===== src/hw/rtl/lcs_pkg.sv =====
package lcs_pkg;

	typedef struct packed {
		logic       operation;
		logic [9:0] led_index;
		logic [7:0] red_in;
		logic [7:0] green_in;
		logic [7:0] blue_in;
		logic [31:0] now_ms;
		logic       last;
	} lcs_in_t;

	typedef struct packed {
		logic [9:0] led_out;
		logic [7:0] red_out;
		logic [7:0] green_out;
		logic [7:0] blue_out;
		logic       frame_end;
	} lcs_out_t;

	localparam logic OP_LOAD = 1'b0;
	localparam logic OP_TICK = 1'b1;

	localparam logic [2:0] REG_SETTLE  = 3'd0;
	localparam logic [2:0] REG_MODE    = 3'd1;
	localparam logic [2:0] REG_CONT    = 3'd2;
	localparam logic [2:0] REG_THRESH  = 3'd3;
	localparam logic [2:0] REG_STEP    = 3'd4;
	localparam logic [2:0] REG_TIMEOUT = 3'd5;
	localparam logic [2:0] REG_PAUSE   = 3'd6;
	localparam logic [2:0] REG_COUNT   = 3'd7;

	localparam logic [15:0] K_FLOOR   = 16'd7;
	localparam logic [7:0]  BAND_LOW  = 8'd16;
	localparam logic [7:0]  BAND_MID  = 8'd32;
	localparam logic [7:0]  BAND_HIGH = 8'd60;

	typedef enum logic [2:0] {
		ST_IDLE,
		ST_READ,
		ST_EVAL,
		ST_DIV,
		ST_MOVE,
		ST_WRITE,
		ST_EMIT
	} lcs_state_t;

	typedef struct packed {
		logic        start;
		logic [31:0] num;
		logic [31:0] den;
	} lcs_div_req_t;

	typedef struct packed {
		logic        busy;
		logic        done;
		logic [16:0] quo;
	} lcs_div_rsp_t;

	typedef logic [15:0] lcs_tab_t [256];

	// r = floor(r*v/65536) applied n times, starting from 1.0
	function automatic logic [16:0] pw16(input logic [16:0] v, input int n);
		logic [33:0] r;
		r = 34'd65536;
		for (int i = 0; i < n; i++)
			r = (r * {17'd0, v}) >> 16;
		return r[16:0];
	endfunction

	function automatic logic [15:0] frac_pow(input logic [16:0] x, input int p, input int q);
		logic [16:0] tgt;
		logic [16:0] y;
		logic [16:0] c;
		tgt = pw16(x, p);
		y = '0;
		for (int b = 15; b >= 0; b--) begin
			c = y | (17'd1 << b);
			if (pw16(c, q) <= tgt)
				y = c;
		end
		return y[15:0];
	endfunction

	// constant table of x^(p/q) sampled at the middle of each of 256 bins
	function automatic lcs_tab_t exp_table(input int p, input int q);
		lcs_tab_t r;
		for (int i = 0; i < 256; i++)
			r[i] = frac_pow(17'(256 * i + 128), p, q);
		return r;
	endfunction

endpackage


===== src/hw/rtl/lcs_divider.sv =====
module lcs_divider (
	input  logic                 clk,
	input  logic                 arst_n,
	input  lcs_pkg::lcs_div_req_t req,
	output lcs_pkg::lcs_div_rsp_t rsp
);
	import lcs_pkg::*;

	logic [4:0]  cnt_q;
	logic        busy_q;
	logic        done_q;
	logic [32:0] rem_q;
	logic [31:0] den_q;
	logic [16:0] quo_q;
	logic [32:0] trial;

	assign trial = {rem_q[31:0], 1'b0} - {1'b0, den_q};

	always_ff @(posedge clk or negedge arst_n) begin
		if (!arst_n) begin
			busy_q <= 1'b0;
			done_q <= 1'b0;
			cnt_q  <= '0;
		end else begin
			done_q <= 1'b0;
			if (req.start) begin
				busy_q <= 1'b1;
				cnt_q  <= 5'd16;
			end else if (busy_q) begin
				cnt_q <= cnt_q - 5'd1;
				if (cnt_q == 5'd1) begin
					busy_q <= 1'b0;
					done_q <= 1'b1;
				end
			end
		end
	end

	// restoring division of num*65536 by den, num < den, 16 quotient bits
	always_ff @(posedge clk) begin
		if (req.start) begin
			rem_q <= {1'b0, req.num};
			den_q <= req.den;
			quo_q <= '0;
		end else if (busy_q) begin
			if (!trial[32] || rem_q[31]) begin
				rem_q <= {1'b0, trial[31:0]};
				quo_q <= {quo_q[15:0], 1'b1};
			end else begin
				rem_q <= {rem_q[31:0], 1'b0};
				quo_q <= {quo_q[15:0], 1'b0};
			end
		end
	end

	assign rsp.busy = busy_q;
	assign rsp.done = done_q;
	assign rsp.quo  = quo_q;

endmodule


===== config.mk =====
export PLATFORM = sky130hd
export DESIGN_NAME = lcs_divider
export DESIGN_NICKNAME = d
export VERILOG_FILES = /design/src/hw/rtl/lcs_pkg.sv /design/src/hw/rtl/lcs_divider.sv
export SDC_FILE = /design/constraint.sdc
export NUM_CORES = 1
export LEC_CHECK = 0
export BUFFER_PORTS_ARGS = -buffer_cell sky130_fd_sc_hd__buf_2
export CELL_PAD_IN_SITES_DETAIL_PLACEMENT = 1
export CELL_PAD_IN_SITES_GLOBAL_PLACEMENT = 2
export CORE_MARGIN = 10
export CORE_UTILIZATION = 35
export CTS_BUF_LIST = sky130_fd_sc_hd__clkbuf_4
export CTS_CLUSTER_DIAMETER = 50
export DETAILED_ROUTE_END_ITERATION = 10
export GPL_TIMING_DRIVEN = 0
export PLACE_DENSITY_LB_ADDON = 0.3
export SYNTH_ARGS = -nofsm -noshare
export SYNTH_HDL_FRONTEND = slang
export SYNTH_SLANG_ARGS = --single-unit
export TNS_END_PERCENT = 5

===== constraint.sdc =====
create_clock -name clk -period 3.35 [get_ports clk]
set_input_delay 1.005 -clock clk [delete_from_list [all_inputs] [get_ports clk]]
set_output_delay 1.005 -clock clk [all_outputs]
set_load 0.02 [all_outputs]

## Word-level counts from Yosys, hierarchy flattened

Index checks and enable logic that the tools add are counted.

| word-level totals | value |
|---|---|
| bits in registers | 88 |
| output and inout bits | 19 |

| cells by class | value |
|---|---|
| add/subtract/negate cells | 2 |
| equal/unequal tests | 1 |
| muxes and demuxes | 12 |
| reduce and logical (&&, ||, !) cells | 3 |

Operators with widths:

| cell | number |
|---|---|
| $mux W32 | 3 |
| $sub A33 B32 Y33 | 1 |
| $mux W5 | 2 |
| $mux W1 | 7 |
| $eq A5 B1 Y1 const B | 1 |
| $sub A5 B1 Y5 const B | 1 |
| $reduce_bool A2 Y1 | 1 |
| $logic_not A1 Y1 | 1 |
| $logic_or A1 B1 Y1 | 1 |

## Logic depth before layout (Yosys ltp)

| logic depth | value |
|---|---|
| depth after elaboration | 6 |
| depth in mapped cells | 13 |

## Least setup slack after synthesis

OpenSTA, ideal clock, no wires.

| timing | value |
|---|---|
| path kind | reg2reg |
| from | reg rem_q[0] |
| to | reg rem_q[14], data pin |
| data arrival time | 2.606 ns |
| setup slack | 0.484 ns |
| stages on the path, launching flop included | 11 |
| path buffers | 1 |
| cell sequence | edfxtp_1 fa_1 a21o_1 a221oi_4 a21oi_2 o21ai_2 a21o_1 o211a_1 buf_6 mux2_4 mux2_2 |

| on the way | value |
|---|---|
| longest elaborated chain between the ends | 6 |

RTL lines:

| what | line | source |
|---|---|---|
| start: declaration | lcs_divider.sv:12 | `logic [32:0] rem_q;` |
| start signal: assignment | lcs_divider.sv:42 | `rem_q <= {1'b0, req.num};` |
| start signal: assignment | lcs_divider.sv:47 | `rem_q <= {1'b0, trial[31:0]};` |
| start signal: assignment | lcs_divider.sv:50 | `rem_q <= {rem_q[31:0], 1'b0};` |
| $sub A33 B32 Y33 * | lcs_divider.sv:17 | `assign trial = {rem_q[31:0], 1'b0} - {1'b0, den_q};` |
| $logic_not A1 Y1 | lcs_divider.sv:46 | `if (!trial[32] \|\| rem_q[31]) begin` |
| $logic_or A1 B1 Y1 | lcs_divider.sv:46 |  |
| $mux W32 * | lcs_divider.sv:46 |  |
| $mux W32 * | lcs_divider.sv:45 | `end else if (busy_q) begin` |
| $mux W32 * | lcs_divider.sv:41 | `if (req.start) begin` |

Every way passes the cells marked *; elsewhere a longest branch is shown, timed or not. The select of a mux whose other input is x is not followed.
A chain may end at the register's enable or synchronous reset.

## Worst setup path after layout

| timing | value |
|---|---|
| from | in req[64] (netlist bit) |
| to | reg rem_q[9] (enable) |

| on the way | value |
|---|---|
| longest elaborated chain between the ends | 1 |

RTL lines:

| what | line | source |
|---|---|---|
| start: declaration | lcs_divider.sv:4 | `input lcs_pkg::lcs_div_req_t req,` |
| $reduce_bool A2 Y1 (no line) | -- |  |

Every way passes these cells.

==> metrics <==
run status completed; number of primary I/O pins 86; overall power after layout about 0.0053 W; worst-case headroom to the max-slew limit 55.03%; kind of capture point of the worst setup path flop; number of distinct library cell variants in the gate-level netlist after synthesis 62; peak per-stage delay on the critical path 0.52 ns; final max-slew violation count 0; cell type of the slowest stage on the worst timing path sky130_fd_sc_hd__clkbuf_1; routed wirelength normalized by instance count about 19 microns; cell-by-cell listing of the critical path buf_4, clkbuf_1, clkbuf_1, clkbuf_2, or2_2; wire length after detailed routing 16130 microns; area of the multi-input gates 2728 sq um; FF-to-FF End rem_q[23]$_DFFE_PP_; number of global-route vias before repair 4949; number of vias after detailed routing 4528; most common library cell in the layout ignoring fill and taps sky130_fd_sc_hd__buf_2; setup tns final 0 ns; worst clock skew 0.01860 ns; unrepaired setup endpoints after global routing no; TritonCTS Buffers 9; data arrival time of the critical path 3.31 ns; reg-to-reg startpoint rem_q[0]$_DFFE_PP_; EDFF count, synth 64; root buffer selected by CTS sky130_fd_sc_hd__clkbuf_4; number of storage elements in the synthesis netlist between 80 and 90; all-layer global routing usage between 10% and 20%; detailed-routing iteration count for the pre-antenna-repair pass 4; cts hold-fix bufs 0; DRC violations left 0; peak clock frequency supported by timing 0.3167 GHz; number of cells traversed by the worst register-to-register path 11; layout overhead on the synthesized area 16.24%; actual slew at the worst max-slew pin 0.6746 ns; count of buffers inserted at the top-level ports between 80 and 90; number of routed nets with antenna violations 0; data required time at the worst endpoint ~3.5 ns; startpoint type of the worst setup path input pin; GP Congestion 0.8697; setup slack on the worst flop-to-flop path 0.20 ns; total of endpoints with negative setup slack in the final report 0; wire length of the first global-routing pass between 20000 and 30000 microns; clock tree from TritonCTS yes; Post-Synthesis Cell Area 5479 sq um; Post-Synthesis Net Count 652; final hold violation count 0; number of violations reported at the end of detailed-routing iteration 0 223; ratio of cells with drive above 1 in the final layout 20.64%; Peak supply drop about 0.35 mV; count of H-tree levels built during CTS 3; fill cell instance count of the final layout about 1800; antenna violations before repair 1; Synth Flop Type sky130_fd_sc_hd__edfxtp_1; Period Utilization, post-route between 90% and 100%; HPWL after detailed placement 12270 microns; part of the Yosys area used for sequential elements roughly 44%; cell occurring most often along the worst timing path sky130_fd_sc_hd__clkbuf_1; standard cell core area 15260 sq um; final worst path period need between 3 and 4 ns; effective utilization at floorplan between 30 and 40%; Pleak 2.825 nW; Clock Path Buffers 2; synthesized instance count roughly 550; highest-count cells in the layout ignoring fill and taps sky130_fd_sc_hd__buf_2, sky130_fd_sc_hd__edfxtp_1, sky130_fd_sc_hd__nand2_1, sky130_fd_sc_hd__inv_1, sky130_fd_sc_hd__nor2_1; critical path buffer and inverter count 4; TritonCTS sink count a little under 90; overall die height 145.1 microns; Min-Delay Path Class in -> async; final net count 750; Yosys warnings 0; synthesized area divided by synthesized cell count 9.944 sq um; leftover overflow at the end of global routing 0; width of the chip roughly 150 microns; max-cap viol count 0; sequential cell area around 2400 sq um; largest net degree at the start of global routing 34; critical-path maximum fanout 33; Synth async-reset ratio 7.955%; critical path start-end classification in -> reg; total number of placement rows 45; Die Area 21060 sq um; clk slew on worst S/H paths 0.16 ns; Top Family by Delay on Critical Path buffers and inverters; power density normalized to cell area 833.2 nW/um^2; number of vias per cell after detailed routing 5.229; Clock Latency Late Sink approximately 0.49 ns
## layer usage
| metal | part of all wire [%] | global-route usage, % | vias up |
|---|---|---|---|
| met4 | 1.2 | 4.752 | 0 |
| met5 | 0 | 0 | - |
| met2 | 49 | 26.39 | 85 |
| met3 | 3.9 | 3.229 | 16 |
| li1 | - | - | 2209 |
| met1 | 46 | 18.44 | 2218 |
## stage by stage
stage / setup WS [ns] / hold WS, ns / cell area [sq um] / utilization, % / instances
after global placement: -1.104 / 0.4892 / 6168 / 40.43 / 847
after CTS: 0.03885 / 0.2804 / 6347 / 41.60 / 864
after detailed placement: -1.216 / 0.4948 / 6168 / 40.43 / 847
after global routing: 0.01786 / 0.2585 / 6369 / 41.74 / 866
after floorplan: 0.4843 / 0.4854 / 5479 / - / 551
final: 0.1919 / 0.3181 / 6369 / 41.74 / 866
## synthesized netlist by cell type (all sizes together) (17+ instances only)
library cell	count	area share, %
xnor2	18	2.9
nand2	50	3.4
nor2	39	2.7
mux2i	22	4.0
edfxtp	64	35
dfxtp	17	6.2
inv	43	2.9
o21ai	22	2.1
clkbuf	22	1.6
ha	33	7.5
a21oi	36	3.4
nand3b	17	2.3
## cell type report
type,count,share of cell area [%]
clock buffer,10,1.179
antenna,1,0.03929
sequential,88,38.27
timing repair buffer,86,6.837
clock inverter,6,1.434
inverter,43,2.534
tap,211,4.145
buffer,34,2.731
multi-input combinational,387,42.83
## report_power, final
part / internal (W) / switching (W)
logic: 0.00119 / 0.00171
registers: 0.00151 / 0.000159
clock network: 0.000317 / 0.000413
total: 0.00302 / 0.00229
## how the worst max path moves through the flow
| stage | slack (ns) | end | startpoint | cells past startpoint |
|---|---|---|---|---|
| after global routing | 0.02 | rem_q[25]$_DFFE_PP_ | rem_q[0]$_DFFE_PP_ | 11 |
| after floorplan | 0.48 | rem_q[14]$_DFFE_PP_ | rem_q[0]$_DFFE_PP_ | 10 |
| final | 0.19 | rem_q[9]$_DFFE_PP_ | req[64] | 5 |
| after detailed placement | -1.22 | rem_q[23]$_DFFE_PP_ | req[64] | 5 |
| after global placement | -1.10 | rem_q[18]$_DFFE_PP_ | req[64] | 5 |
| after CTS | 0.04 | rem_q[9]$_DFFE_PP_ | rem_q[0]$_DFFE_PP_ | 9 |
## cell families after synthesis
family	share of synthesized area [%]
mux	4.499
fa+ha+maj	7.901
buf+inv	6.029
simple gates	14.73
flops	44.49
compound gates	17.72
xor+xnor	4.636
## what timing repair did
action,in CTS,in global routing
pin swaps,1,1
gates resized for setup,3,5
setup endpoints to repair,32,19
gates cloned,1,0
setup buffers,0,1
## sequential cells by signal (all words and copies together) (netlist names)
signal  flops
den_q      32
rem_q      32
quo_q      17
cnt_q       5
busy_q      1
done_q      1
No activity file was read; power rests on OpenSTA's default activity.
